### config.mk
export PLATFORM = sky130hd
export DESIGN_NAME = clipped_sprite_blitter
export DESIGN_NICKNAME = d
export VERILOG_FILES = /design/src/hw/rtl/csb_pkg.sv /design/src/hw/rtl/clipped_sprite_blitter.sv /design/src/hw/rtl/csb_front.sv /design/src/hw/rtl/csb_fifo.sv /design/src/hw/rtl/csb_back.sv
export SDC_FILE = /design/constraint.sdc
export NUM_CORES = 1
export LEC_CHECK = 0
export ABC_AREA = 1
export BUFFER_PORTS_ARGS = -buffer_cell sky130_fd_sc_hd__buf_2
export CAP_MARGIN = 5
export CORE_ASPECT_RATIO = 1.75
export CORE_MARGIN = 1.5
export CORE_UTILIZATION = 30
export CTS_BUF_LIST = sky130_fd_sc_hd__clkbuf_8
export CTS_CLUSTER_DIAMETER = 150
export DETAILED_ROUTE_END_ITERATION = 12
export PLACE_DENSITY = 0.52
export SLEW_MARGIN = 20
export SYNTH_ARGS = -nofsm -noshare
export SYNTH_HDL_FRONTEND = slang
export SYNTH_SLANG_ARGS = --single-unit
### constraint.sdc
create_clock -name clk -period 4.1 [get_ports clk]
set_clock_uncertainty 0.2 [all_clocks]
set_input_delay 0.41 -clock clk [delete_from_list [all_inputs] [get_ports clk]]
set_output_delay 0.41 -clock clk [all_outputs]
set_load 0.05 [all_outputs]
### src/hw/rtl/csb_pkg.sv
// Shared types, register indexes and palette for the clipped sprite blitter.
package csb_pkg;

	localparam int unsigned ADDR_W    = 16;
	localparam int unsigned PROD_W    = 21;
	localparam int unsigned COORD_W   = 12;
	localparam int unsigned CFG_IDX_W = 3;
	localparam int unsigned CFG_DAT_W = 11;
	localparam int unsigned Q_DEPTH   = 2;

	localparam logic [CFG_IDX_W-1:0] CFG_LEFT   = 3'd0;
	localparam logic [CFG_IDX_W-1:0] CFG_TOP    = 3'd1;
	localparam logic [CFG_IDX_W-1:0] CFG_WIDTH  = 3'd2;
	localparam logic [CFG_IDX_W-1:0] CFG_HEIGHT = 3'd3;
	localparam logic [CFG_IDX_W-1:0] CFG_OPAQUE = 3'd4;

	typedef struct packed {
		logic [ADDR_W-1:0] addr;
		logic [3:0]        idx0;
		logic [3:0]        idx1;
		logic              draw0;
		logic              draw1;
	} csb_entry_t;

	typedef struct packed {
		logic [7:0] r;
		logic [7:0] g;
		logic [7:0] b;
	} csb_rgb_t;

	function automatic csb_rgb_t csb_palette(input logic [3:0] idx);
		csb_rgb_t c;
		case (idx)
			4'd0:    c = '{8'h00, 8'h00, 8'h00};
			4'd1:    c = '{8'h00, 8'h00, 8'hAA};
			4'd2:    c = '{8'h00, 8'hAA, 8'h00};
			4'd3:    c = '{8'h00, 8'hAA, 8'hAA};
			4'd4:    c = '{8'hAA, 8'h00, 8'h00};
			4'd5:    c = '{8'hAA, 8'h00, 8'hAA};
			4'd6:    c = '{8'hAA, 8'h55, 8'h00};
			4'd7:    c = '{8'hAA, 8'hAA, 8'hAA};
			4'd8:    c = '{8'h55, 8'h55, 8'h55};
			4'd9:    c = '{8'h55, 8'h55, 8'hFF};
			4'd10:   c = '{8'h00, 8'hFF, 8'h55};
			4'd11:   c = '{8'h55, 8'hFF, 8'hFF};
			4'd12:   c = '{8'hFF, 8'h55, 8'h55};
			4'd13:   c = '{8'hFF, 8'h55, 8'hFF};
			4'd14:   c = '{8'hFF, 8'hFF, 8'h55};
			default: c = '{8'hFF, 8'hFF, 8'hFF};
		endcase
		return c;
	endfunction

endpackage

### src/hw/rtl/clipped_sprite_blitter.sv
// Clipped 4bpp palette sprite blitter top level.
// Flow: an accepted pair is written into the queue; the back end pops it and registers its
// first write request when the output is free, the second (if any) once the first is taken.
// Throughput: one pair per cycle on input while the queue is not full; output gives one write
// per cycle while write_stall is low, so pairs with both pixels drawn are bound by the single write port.
// Reset: async active low clears config registers, sprite counters and queue.
module clipped_sprite_blitter import csb_pkg::*; #(
	parameter int unsigned SCREEN_WIDTH  = 320,
	parameter int unsigned SCREEN_HEIGHT = 200
) (
	input  logic                 clk,
	input  logic                 arst_n,
	input  logic                 cfg_valid,
	output logic                 cfg_ready,
	input  logic [CFG_IDX_W-1:0] cfg_index,
	input  logic [CFG_DAT_W-1:0] cfg_data,
	input  logic                 pixel_valid,
	output logic                 pixel_stall,
	input  logic [7:0]           pixel_pair,
	output logic                 write_valid,
	input  logic                 write_stall,
	output logic [ADDR_W-1:0]    screen_address,
	output logic [7:0]           red,
	output logic [7:0]           green,
	output logic [7:0]           blue,
	output logic                 last_of_run
);

	logic       push, pop, q_full, q_valid;
	csb_entry_t push_entry, head;

	assign cfg_ready   = 1'b1;
	assign pixel_stall = q_full;

	csb_front #(
		.SCREEN_WIDTH  (SCREEN_WIDTH),
		.SCREEN_HEIGHT (SCREEN_HEIGHT)
	) u_front (
		.clk         (clk),
		.arst_n      (arst_n),
		.cfg_valid   (cfg_valid),
		.cfg_index   (cfg_index),
		.cfg_data    (cfg_data),
		.pixel_valid (pixel_valid),
		.q_full      (q_full),
		.pixel_pair  (pixel_pair),
		.push        (push),
		.push_entry  (push_entry)
	);

	csb_fifo #(
		.DEPTH (Q_DEPTH)
	) u_fifo (
		.clk        (clk),
		.arst_n     (arst_n),
		.push       (push),
		.push_entry (push_entry),
		.pop        (pop),
		.q_full     (q_full),
		.q_valid    (q_valid),
		.head       (head)
	);

	csb_back u_back (
		.clk            (clk),
		.arst_n         (arst_n),
		.q_valid        (q_valid),
		.head           (head),
		.pop            (pop),
		.write_stall    (write_stall),
		.write_valid    (write_valid),
		.screen_address (screen_address),
		.red            (red),
		.green          (green),
		.blue           (blue),
		.last_of_run    (last_of_run)
	);

endmodule

### src/hw/rtl/csb_front.sv
// Front end: config registers, sprite counters, clipping and address generation.
module csb_front import csb_pkg::*; #(
	parameter int unsigned SCREEN_WIDTH  = 320,
	parameter int unsigned SCREEN_HEIGHT = 200
) (
	input  logic                 clk,
	input  logic                 arst_n,
	input  logic                 cfg_valid,
	input  logic [CFG_IDX_W-1:0] cfg_index,
	input  logic [CFG_DAT_W-1:0] cfg_data,
	input  logic                 pixel_valid,
	input  logic                 q_full,
	input  logic [7:0]           pixel_pair,
	output logic                 push,
	output csb_entry_t           push_entry
);

	localparam logic signed [COORD_W-1:0] SW_S = COORD_W'(SCREEN_WIDTH);
	localparam logic signed [COORD_W-1:0] SH_S = COORD_W'(SCREEN_HEIGHT);

	logic [10:0] left_q;
	logic [10:0] top_q;
	logic [9:0]  width_q;
	logic [9:0]  height_q;
	logic        opaque_q;
	logic [9:0]  row_q;
	logic [8:0]  col_q;

	logic                      accept;
	logic                      empty_sprite;
	logic [8:0]                bpr;
	logic signed [COORD_W-1:0] x0, x1, xb, y;
	logic                      y_vis, draw0, draw1;
	logic [PROD_W-1:0]         lin;
	logic [9:0]                col_inc;
	logic [10:0]               row_inc;

	always_ff @(posedge clk or negedge arst_n) begin
		if (!arst_n) begin
			left_q   <= '0;
			top_q    <= '0;
			width_q  <= '0;
			height_q <= '0;
			opaque_q <= 1'b0;
		end else if (cfg_valid) begin
			case (cfg_index)
				CFG_LEFT:   left_q   <= cfg_data;
				CFG_TOP:    top_q    <= cfg_data;
				CFG_WIDTH:  width_q  <= cfg_data[9:0];
				CFG_HEIGHT: height_q <= cfg_data[9:0];
				CFG_OPAQUE: opaque_q <= cfg_data[0];
				default: ;
			endcase
		end
	end

	assign accept       = pixel_valid && !q_full;
	assign bpr          = width_q[9:1];
	assign empty_sprite = (bpr == '0) || (height_q == '0);

	assign x0 = $signed({left_q[10], left_q}) + $signed({2'b00, col_q, 1'b0});
	assign x1 = x0 + COORD_W'(1);
	assign y  = $signed({top_q[10], top_q}) + $signed({2'b00, row_q});

	assign y_vis = (y >= 0) && (y < SH_S);
	assign draw0 = y_vis && (x0 >= 0) && (x0 < SW_S)
		&& (opaque_q || (pixel_pair[7:4] != 4'd0));
	assign draw1 = y_vis && (x1 >= 0) && (x1 < SW_S)
		&& (opaque_q || (pixel_pair[3:0] != 4'd0));

	// address of the first drawn pixel; if both are drawn, a second write follows at +1
	assign xb  = draw0 ? x0 : x1;
	assign lin = PROD_W'(y[9:0]) * PROD_W'(SCREEN_WIDTH) + PROD_W'(xb[9:0]);

	assign push             = accept && !empty_sprite && (draw0 || draw1);
	assign push_entry.addr  = lin[ADDR_W-1:0];
	assign push_entry.idx0  = pixel_pair[7:4];
	assign push_entry.idx1  = pixel_pair[3:0];
	assign push_entry.draw0 = draw0;
	assign push_entry.draw1 = draw1;

	assign col_inc = {1'b0, col_q} + 10'd1;
	assign row_inc = {1'b0, row_q} + 11'd1;

	always_ff @(posedge clk or negedge arst_n) begin
		if (!arst_n) begin
			row_q <= '0;
			col_q <= '0;
		end else if (accept && !empty_sprite) begin
			if (col_inc >= {1'b0, bpr}) begin
				col_q <= '0;
				row_q <= (row_inc >= {1'b0, height_q}) ? '0 : row_inc[9:0];
			end else begin
				col_q <= col_inc[8:0];
			end
		end
	end

endmodule

### src/hw/rtl/csb_fifo.sv
// Short queue of classified pixel pairs between front and back end.
module csb_fifo import csb_pkg::*; #(
	parameter int unsigned DEPTH = 2
) (
	input  logic       clk,
	input  logic       arst_n,
	input  logic       push,
	input  csb_entry_t push_entry,
	input  logic       pop,
	output logic       q_full,
	output logic       q_valid,
	output csb_entry_t head
);

	localparam int unsigned PTR_W = (DEPTH > 1) ? $clog2(DEPTH) : 1;
	localparam int unsigned CNT_W = $clog2(DEPTH + 1);

	csb_entry_t        mem_q [DEPTH];
	logic [PTR_W-1:0]  wr_ptr_q, rd_ptr_q;
	logic [CNT_W-1:0]  count_q;

	assign q_full  = (count_q == CNT_W'(DEPTH));
	assign q_valid = (count_q != '0);
	assign head    = mem_q[rd_ptr_q];

	function automatic logic [PTR_W-1:0] nxt(input logic [PTR_W-1:0] p);
		return (p == PTR_W'(DEPTH - 1)) ? '0 : p + PTR_W'(1);
	endfunction

	always_ff @(posedge clk) begin
		if (push) begin
			mem_q[wr_ptr_q] <= push_entry;
		end
	end

	always_ff @(posedge clk or negedge arst_n) begin
		if (!arst_n) begin
			wr_ptr_q <= '0;
			rd_ptr_q <= '0;
			count_q  <= '0;
		end else begin
			if (push) begin
				wr_ptr_q <= nxt(wr_ptr_q);
			end
			if (pop) begin
				rd_ptr_q <= nxt(rd_ptr_q);
			end
			if (push && !pop) begin
				count_q <= count_q + CNT_W'(1);
			end else if (pop && !push) begin
				count_q <= count_q - CNT_W'(1);
			end
		end
	end

	a_no_overflow: assert property (@(posedge clk) disable iff (!arst_n)
		!(q_full && push && !pop))
		else $error("push into full queue");

	a_no_underflow: assert property (@(posedge clk) disable iff (!arst_n)
		!(pop && !q_valid))
		else $error("pop from empty queue");

endmodule

### src/hw/rtl/csb_back.sv
// Back end: expands queued pairs into framebuffer write requests, one per cycle while write_stall is low.
module csb_back import csb_pkg::*; (
	input  logic              clk,
	input  logic              arst_n,
	input  logic              q_valid,
	input  csb_entry_t        head,
	output logic              pop,
	input  logic              write_stall,
	output logic              write_valid,
	output logic [ADDR_W-1:0] screen_address,
	output logic [7:0]        red,
	output logic [7:0]        green,
	output logic [7:0]        blue,
	output logic              last_of_run
);

	logic              valid_q;
	logic              pend_q;
	logic [3:0]        pend_idx_q;
	logic [ADDR_W-1:0] addr_q;
	logic [3:0]        idx_q;
	logic              last_q;
	logic              out_free;
	csb_rgb_t          rgb;

	assign out_free = !valid_q || !write_stall;
	assign pop      = out_free && !pend_q && q_valid;

	always_ff @(posedge clk or negedge arst_n) begin
		if (!arst_n) begin
			valid_q <= 1'b0;
			pend_q  <= 1'b0;
		end else if (out_free) begin
			if (pend_q) begin
				valid_q <= 1'b1;
				pend_q  <= 1'b0;
			end else if (q_valid) begin
				valid_q <= 1'b1;
				pend_q  <= head.draw0 && head.draw1;
			end else begin
				valid_q <= 1'b0;
			end
		end
	end

	always_ff @(posedge clk) begin
		if (out_free) begin
			if (pend_q) begin
				addr_q <= addr_q + ADDR_W'(1);
				idx_q  <= pend_idx_q;
				last_q <= 1'b1;
			end else if (q_valid) begin
				addr_q     <= head.addr;
				idx_q      <= head.draw0 ? head.idx0 : head.idx1;
				last_q     <= !(head.draw0 && head.draw1);
				pend_idx_q <= head.idx1;
			end
		end
	end

	assign rgb            = csb_palette(idx_q);
	assign write_valid    = valid_q;
	assign screen_address = addr_q;
	assign red            = rgb.r;
	assign green          = rgb.g;
	assign blue           = rgb.b;
	assign last_of_run    = last_q;

	a_pend_has_first: assert property (@(posedge clk) disable iff (!arst_n)
		pend_q |-> (valid_q && !last_q))
		else $error("second pixel pending without first write shown");

	a_second_is_last: assert property (@(posedge clk) disable iff (!arst_n)
		(pend_q && out_free) |=> (valid_q && last_q && !pend_q))
		else $error("second pixel write not marked last");

endmodule
* Word-level counts from Yosys, hierarchy flattened *
Memory sizes are Yosys's and may differ from the RTL's. A register that Yosys moved wholly into a read port is not among the register bits.
Index checks and enable logic that the tools add are counted.

cells by class
  bitwise logic cells = 1
  add/subtract/negate cells = 11
  eq/ne operators = 5
  multiply operators = 1
  muxes and demuxes = 20
  order comparisons = 8
  reduce and logical (&&, ||, !) cells = 44

operator list
  operator               count
  $ge 12x1->1 const B    3
  $mux 16                2
  $add 11x11->12         2
  $lt 12x10->1 const B   2
  $mux 10                2
  $add 16x1->16 const B  1
  $add 16x10->16         1
  $mux 4                 4
  $logic_and 1x1->1      15
  $reduce_and 2->1       7
  $add 12x2->12 const B  1
  $lt 12x9->1 const B    1
  $add 10x1->11 const B  1
  $ge 11x10->1           1
  $add 9x1->10 const B   1
  $ge 10x9->1            1
  $logic_not 10->1       1
  $mul 10x3->10 const B  1
  $logic_not 9->1        1
  $mux 1                 9
  $mux 9                 1
  $logic_not 1->1        8
  $reduce_bool 4->1      2
  $eq 3x2->1 const B     2
  other kinds (12)       20

storage, ports and cells
  memory bits (writable) = 52
  output and inout bits = 44
  input port bits = 27
  memory bits (read-only) = 384
  logic and storage cells = 108
  memories = 2
  register bits = 93

memory list
  memory            words  bits a word  rd ports  clocked after Yosys merged registers in  wr ports  RTL line        source
  (name not given)  16     24           1         1                                        0         csb_pkg.sv:33   case (idx)
  u_fifo.mem_q      2      26           1         0                                        1         csb_fifo.sv:18  csb_entry_t mem_q [DEPTH];

* Depth between registers and ports, before layout *
Gate-level depths: netlist of run 1.

  depth in word-level cells = 12
  gate-level depth with buffers = 26
  depth with buffers taken out = 26

* Modules after synthesis *
From an unflattened synthesis of run 1, not the netlist that was laid out.

second synthesis, totals
  cells, all modules = 1114
  area, all modules = 9470.3 sq um

modules (own cells, without submodules)
  module                  cells each  times used  area each (sq um)  sequential area each (sq um)
  csb_front               775         1           5408.9             1526.5
  csb_fifo                106         1           2183.3             1661.6
  csb_back                231         1           1866.8             920.9
  clipped_sprite_blitter  2           1           11.3               0.0

* Worst setup path after synthesis of run 1 *
Ideal clock, no wire load.

  path type = reg-to-reg
  from = reg u_front.col_q[0]
  to = mem u_fifo.mem_q[1][0] in the netlist's numbering, enable pin
  stages on the path, launching flop included = 17
  path buffers = 0
  data arrival time = 3292 ps
  clock period less this slack = 3901 ps
  library setup time = 409 ps
  required time = 3491 ps
  path slack = 199 ps
  cells stage by stage = dfrtp_1 > ha_1 > fa_1 > nand3_1 > nor2_2 > nand2_2 > nor2_4 > nand3_2 > nor2_2 > nand2_1 > nand2_1 > nand2_1 > nor2_2 > nand2_2 > nand2_2 > nand2_2 > nor2_1

on the way
  word-level cells in the longest chain between the ends = 10
  elaborated cells between the ends (all ways) = 16
  those cells by class = add/sub (2); order compare (4); mux (2); reduce/logical (8)

ends and longest elaborated chain
  element                         RTL line         source
  start: declaration              csb_front.sv:27  logic [8:0] col_q;
  start signal: assignment        csb_front.sv:94  col_q <= col_inc[8:0];
  $add 11x11->12 *                csb_front.sv:61  assign x0 = $signed({left_q[10], left_q}) + $signed({2'b00, col_q, 1'b0});
  $add 12x2->12                   csb_front.sv:62  assign x1 = x0 + COORD_W'(1);
  $ge 12x1->1                     csb_front.sv:68  assign draw1 = y_vis && (x1 >= 0) && (x1 < SW_S)
  $logic_and 1x1->1 (2 in a row)  csb_front.sv:68
  $logic_and 1x1->1               csb_front.sv:69  && (opaque_q || (pixel_pair[3:0] != 4'd0));
  $logic_or 1x1->1 *              csb_front.sv:75  assign push = accept && !empty_sprite && (draw0 || draw1);
  $logic_and 1x1->1 *             csb_front.sv:75
  $mux 1 *                        csb_fifo.sv:31   if (push) begin
  $mux 1 (implied by the code) *  csb_fifo.sv:32   mem_q[wr_ptr_q] <= push_entry;
  end: declaration                csb_fifo.sv:18

Mark *: on every way between the ends. The rest lies on a longest branch, timed or not.

==> impl_results.md, run 1 <==
- Status: complete, no violations
- Hpwl dp: 17.2 mm
- GRT Residual Overflow: 0
- Reg2reg path depth: 24
- Die Width: 134 um
- Layout area overhead: 17.9%
- Final setup fails: 0
- Nets: ~1.2k
- Commonest non-fill, non-tap cells in the layout: nand2_1, inv_1, o21ai_0, edfxtp_1
- # IOs: slightly above 70
- WP data required: just over 4 ns
- Post-Syn Instances: ~1.1k
- Crit start category: flip-flop
- Starting density of the core: 0.305
- Clock power share: 0.133
- Top layer in use: met4
- Hold crit path type: in2reg
- Skew-Pair Late Insertion Delay: roughly 0.47 ns
- Worst Max-Slew Pin Slew: 0.934 ns
- Post-synthesis sequential area ratio: 0.459
- Psw: about 4.7 mW
- Vias in the first global route: just over 7k
- Final Routed Wirelength: ~22 mm
- Seq pwr share: 0.284
- CTS clk-pin slew, worst paths: approximately 0.1 ns
- Power density over the cells: between 900 and 1000 mW/mm^2
- Most common cell after layout, fill and taps aside: nand2_1
- CTS sink cnt: 150
- Non-Filler Cell Area, Final: 0.0106 mm^2
- Pre-CTS WS: around 0.053 ns
- Maximum clock path buffer count: 2
- Final Max Slew Viols: 0
- Num rows: 83
- CTS root buf: clkbuf_8
- Num CTS Buffers: 17
- Fmax: between 200 and 300 MHz
- Synth cell types: 46
- Pin count of the biggest net entering global routing: 29
- DP Area: 0.00971 mm^2
- Synthesized area: approximately 0.0090 mm^2
- Met1 Routed Length: 8.19 mm
- Register bit count reported by yosys: 150
- DRT iter0 DRCs: roughly 310
- Die area: approximately 0.031 mm^2
- Wire length on met2: 12.7 mm
- Antenna viol nets, final: 0
- VDD IR max: approximately 0.00048 V
- Final Hold Viols: 0
- Min Tclk post-route: between 3 and 4 ns
- Setup CP Type: reg2reg
- Crit-path max FO: 8
- First-pass GRT wire length: between 30 and 40 mm
- Final period util: 0.936
- Vias: roughly 7.1k
- Critical path endpoint category: flip-flop
- Initial antenna violation count: 0
- Avg Synthesized Cell Area: 8.53 um^2
- Synth warn: 0
- CP arrival: roughly 3.8 ns
- EDFF count, synth: 77
- Max_cap viols: 0
- Sw frac: 0.488
- Port bufs: 69
- H-tree Lvls: 4
- # DRC: 0
- Post-synth ARST share: 0.447
- Share of cells above drive strength 1: 0.188
- CORE AREA: ~0.03 mm^2
- Routability Congestion: 0.845
- Internal Pwr Total: about 5 mW
- Core Util, Final: 0.359
- Setup ws final: between 0.2 and 0.3 ns
- Met3 WL: 593 um
- Vias per cell: about 4.6
- Mapped Nets: roughly 1.1k
- Chip Height: 232 um
- Top_reg_cell synth: edfxtp_1
- Pleak: 4.88 nW
- Gr usage total: 0.149
- Comb pwr share: 0.583
- First drt pass iteration count: 5
- Slew margin rel.: 0.372
- CTS tree: built
- DR WL/cell: about 14 um
- Fin Setup TNS: 0 ns
- WHS Path Cells: 3
## path summary, 6_finish.rpt
check                                 start                  end  slack, ns
max                        u_front.col_q[0]  u_fifo.mem_q[1][24]       0.26
min                            cfg_data[10]   u_front.left_q[10]       0.03
max reg2reg                u_front.col_q[0]  u_fifo.mem_q[1][24]       0.26
min reg2reg                 u_fifo.wr_ptr_q      u_fifo.wr_ptr_q       0.27
max in group asynchronous            arst_n     u_front.col_q[1]       2.52
min in group asynchronous            arst_n  u_front.height_q[9]       0.32
## per-stage QoR
step | std cells | hold WS [ns] | power (mW)
6_report | 1536 | 0.0329 | 9.62
5_1_grt | 1535 | 0.0198 | 10.4
4_1_cts | 1524 | 0.00485 | 9.38
3_5_place_dp | 1482 | 0.259 | 8.04
3_3_place_gp | 1482 | 0.254 | 7.98
2_1_floorplan | 1051 | -0.0856 | 6.85
## power groups by stage
stage | clock, mW | sequential [mW] | combinational, mW
floorplan | 0 | 3.08 | 3.76
global placement | 0 | 2.73 | 5.25
detailed placement | 0 | 2.74 | 5.31
CTS | 1.32 | 2.71 | 5.36
global route | 1.37 | 2.79 | 6.28
finish | 1.28 | 2.73 | 5.61
## metal layers
| layer | vias to the layer above | track usage |
|---|---|---|
| li1 | 3632 | - |
| met1 | 3320 | 0.145 |
| met2 | 138 | 0.304 |
| met3 | 42 | 0.0214 |
| met4 | 0 | 0.0591 |
| met5 | - | 0 |
## layout make-up
type,instances,area [um^2]
fill,3055,18800
multi-input combinational,701,4260
sequential,150,4110
timing repair buffer,109,671
inverter,161,607
tap,382,478
clock buffer,17,234
clock inverter,15,206
antenna,1,2.50
## cell usage after synthesis, drive strengths merged, types with 2 or more instances
cell    instances  area (um^2)
a211oi          3         27.5
a21oi          33          165
mux2i           3         30.0
xnor2          12          105
nor4            4         25.0
inv           161          604
buf            26          184
fa              4         80.1
nor2           83          347
nand4          21          131
nor3            9         55.1
o21ai         110          554
dfrtp          67         1680
dfxtp           6          120
or2             5         31.3
clkbuf         13         48.8
a31oi           3         18.8
nand2         232          913
ha             61          763
nand3          65          345
xor2           29          254
o32ai           4         35.0
o22ai          10         62.6
o31ai           2         15.0
edfxtp         77         2310
## cell families (layout without fill, tap and decap cells)
| group | Yosys count | in the layout | share of synthesized area |
|---|---|---|---|
| AND/OR/NAND/NOR | 421 | 421 | 0.208 |
| other | 1 | 2 | 0.000418 |
| XOR/XNOR | 41 | 41 | 0.0401 |
| multiplexers | 3 | 3 | 0.00335 |
| flip-flops | 150 | 150 | 0.459 |
| AO/OA/AOI/OAI | 170 | 170 | 0.102 |
| adder cells (fa/ha/maj) | 65 | 65 | 0.0941 |
| buffers and inverters | 200 | 302 | 0.0934 |
## registers in the layout (all words and copies together), names as in the netlist
signal	cells
u_back.idx_q	4
u_back.last_of_run	1
u_back.pend_idx_q	4
u_back.pend_q	1
u_back.rgb	6
u_back.screen_address	16
u_back.write_valid	1
u_fifo.count_q	2
u_fifo.mem_q	52
u_fifo.rd_ptr_q	1
u_fifo.wr_ptr_q	1
u_front.col_q	9
u_front.height_q	10
u_front.left_q	11
u_front.opaque_q	1
u_front.row_q	10
u_front.top_q	11
u_front.width_q	9
## what timing repair did
item | in CTS | in global routing
buffers inserted | 0 | 11
gates resized for setup | 0 | 46
hold buffers | 10 | 0
endpoints found under the setup margin | 0 | 8
hold endpoints to repair | 37 | 0
## critical path, cell delays in order (launching register included)
cell	delay (ns)
dfrtp_1	0.43
ha_4	0.19
fa_2	0.39
nand3_2	0.08
nand3_1	0.09
nand2_1	0.09
nand2_1	0.06
nand2_2	0.07
nand3_2	0.08
inv_2	0.06
a21oi_1	0.03
nand3_1	0.09
nor2_2	0.05
nand2_4	0.07
inv_4	0.05
o21ai_0	0.19
ha_2	0.23
inv_1	0.05
fa_1	0.40
nor2_1	0.12
a211oi_1	0.07
nor2_1	0.10
nand2_1	0.09
nor3_2	0.15
xor2_1	0.10
Note: power is estimated with default switching activity, not from simulation.
==> inputs of run 2 (changes only) <==
--- a/config.mk
+++ b/config.mk
@@ -11,7 +11,6 @@
 export CORE_ASPECT_RATIO = 1.75
 export CORE_MARGIN = 1.5
 export CORE_UTILIZATION = 30
-export CTS_BUF_LIST = sky130_fd_sc_hd__clkbuf_8
 export CTS_CLUSTER_DIAMETER = 150
 export DETAILED_ROUTE_END_ITERATION = 12
 export PLACE_DENSITY = 0.52
==> impl_results.md, run 2 (synthesized netlist as in run 1, its figures left out) <==
- DP Area: 0.00971 mm^2
- # DRC: 0
- Final Hold Viols: 0
- Num rows: 83
- Setup ws final: 0.264 ns
- Power density over the cells: 931 mW/mm^2
- Fin Setup TNS: 0 ns
- Final period util: 0.936
- Cells after DPL: between 1k and 1.5k
- Nets: between 1k and 1.5k
- Fmax: roughly 260 MHz
- CTS tree: built
- RR Endpoint: u_fifo.mem_q[0][24]
- Maximum clock path buffer count: 2
- Setup CP Type: reg2reg
- WP data required: 4.07 ns
- Layout area overhead: 19.4%
- Commonest non-fill, non-tap cells in the layout: nand2_1, inv_1, o21ai_0, edfxtp_1
- DR WL/cell: 14.5 um
- Most common cell after layout, fill and taps aside: nand2_1
- Non-Filler Cell Area, Final: 0.0107 mm^2
- Hold_sp: pixel_pair[5]
- Slew margin rel.: 0.396
- Critical path endpoint category: flip-flop
- Pre-CTS WS: approximately 0.053 ns
- Reg2reg start: u_front.col_q[0]
- CP most frequent cell: nand2_1
- Pleak: between 4 and 5 nW
- ANT cells: 0
- Share of cells above drive strength 1: 0.185
- Die area: slightly above 0.03 mm^2
- Vias: around 7k
- CORE AREA: between 0.02 and 0.03 mm^2
- Slowest cell delay on critical path: between 0.4 and 0.5 ns
- Non-filler cells, final: ~1.5k
- Crit start category: flip-flop
- CP arrival: 3.80 ns
- Min Tclk post-route: between 3 and 4 ns
- Max_cap viols: 0
- Initial antenna violation count: 0
- CP delay by family, top: adder cells
- Gr usage total: 0.150
- Routability Congestion: between 0.8 and 0.9
- CTS sink cnt: 150
- Crit-path max FO: 8
- Hold crit path type: in2reg
- Vias in the first global route: between 7k and 8k
- Pin count of the biggest net entering global routing: 29
- Antenna viol nets, final: 0
- GRT Residual Overflow: 0
- Setup slack, reg-to-reg: 0.26 ns
- Worst Max-Slew Pin Slew: 0.897 ns
- Vias per cell: about 4.6
- Status: complete, no violations
- Hpwl dp: around 17 mm
- Largest register FFs: between 50 and 60
- Final Max Slew Viols: 0
- First drt pass iteration count: 5
- CTS clk-pin slew, worst paths: around 0.070 ns
- DRT iter0 DRCs: about 390
- Final setup fails: 0
- Die Width: between 100 and 150 um
- Skew-Pair Late Insertion Delay: about 0.44 ns
- # IOs: 71
- Worst Hold Path EP: u_fifo.mem_q[0][7]
- Starting density of the core: 0.305
- Max stage delay cell, worst path: dfrtp_1
- Num CTS Buffers: 17
- Hold slack: approximately 0.033 ns
- CTS root buf: clkbuf_16
- H-tree Lvls: 4
- First-pass GRT wire length: between 30 and 40 mm
- Final Routed Wirelength: 22.1 mm
- Chip Height: 232 um
- WHS Path Cells: 1
- Port bufs: between 60 and 70
- Biggest register: u_fifo.mem_q
- Reg2reg path depth: 24
- CP cell instances: ha_4 > fa_2 > nand3_2 > nand3_1 > nand2_1 > nand2_1 > nand2_2 > nand3_2 > inv_2 > a21oi_1 > nand3_1 > nor2_2 > nand2_4 > inv_4 > o21ai_0 > ha_1 > inv_1 > fa_1 > nor2_1 > a211oi_1 > nor2_1 > nand2_1 > nor3_1 > xor2_1
- Worst Path Buf+Inv: 3
- VDD IR max: 0.000478 V
## run 2: worst max-delay path by stage
stage	start	slack [ns]	end	cells after the start
detailed placement	u_front.col_q[0]	0.05	u_fifo.mem_q[1][25]	26
global route	u_front.col_q[0]	-0.01	u_fifo.mem_q[0][25]	26
global placement	u_front.col_q[0]	0.11	u_fifo.mem_q[0][25]	26
CTS	u_front.col_q[0]	0.03	u_fifo.mem_q[0][25]	26
finish	u_front.col_q[0]	0.26	u_fifo.mem_q[0][24]	24
floorplan	u_front.col_q[0]	0.20	u_fifo.mem_q[1][0]	16
## run 2: layout make-up
cell class / count / area [um^2]
inverter: 161 / 607
sequential: 150 / 4110
clock inverter: 14 / 176
timing repair buffer: 104 / 628
tap: 382 / 478
fill: 3032 / 18700
multi-input combinational: 701 / 4250
clock buffer: 18 / 450
## run 2: stage by stage
| step | power, mW | utilization |
|---|---|---|
| finish | 9.96 | 0.364 |
| floorplan | 6.85 | - |
| global route | 10.8 | 0.364 |
| detailed placement | 8.04 | 0.330 |
| CTS | 9.77 | 0.354 |
| global placement | 7.98 | 0.330 |
## run 2: power breakdown
part	switching (mW)	total [mW]	internal [mW]	leakage, nW
combinational	3.64	5.56	1.92	3.02
clock	0.704	1.67	0.963	0.312
sequential	0.371	2.73	2.36	1.61
## run 2: layer usage
layer  vias up  GRT usage  wire length, um
li1       3628          -                -
met1      3268      0.147             8330
met2       105      0.305            12800
met3        31     0.0223              416
met4         0     0.0632              535
met5         -          0                0
## run 2: what timing repair did
action	4_1_cts	5_1_grt
endpoints found under the hold margin	34	0
hold buffers	8	0
gates resized for setup	0	44
endpoints found under the setup margin	0	8
setup buffers	0	8
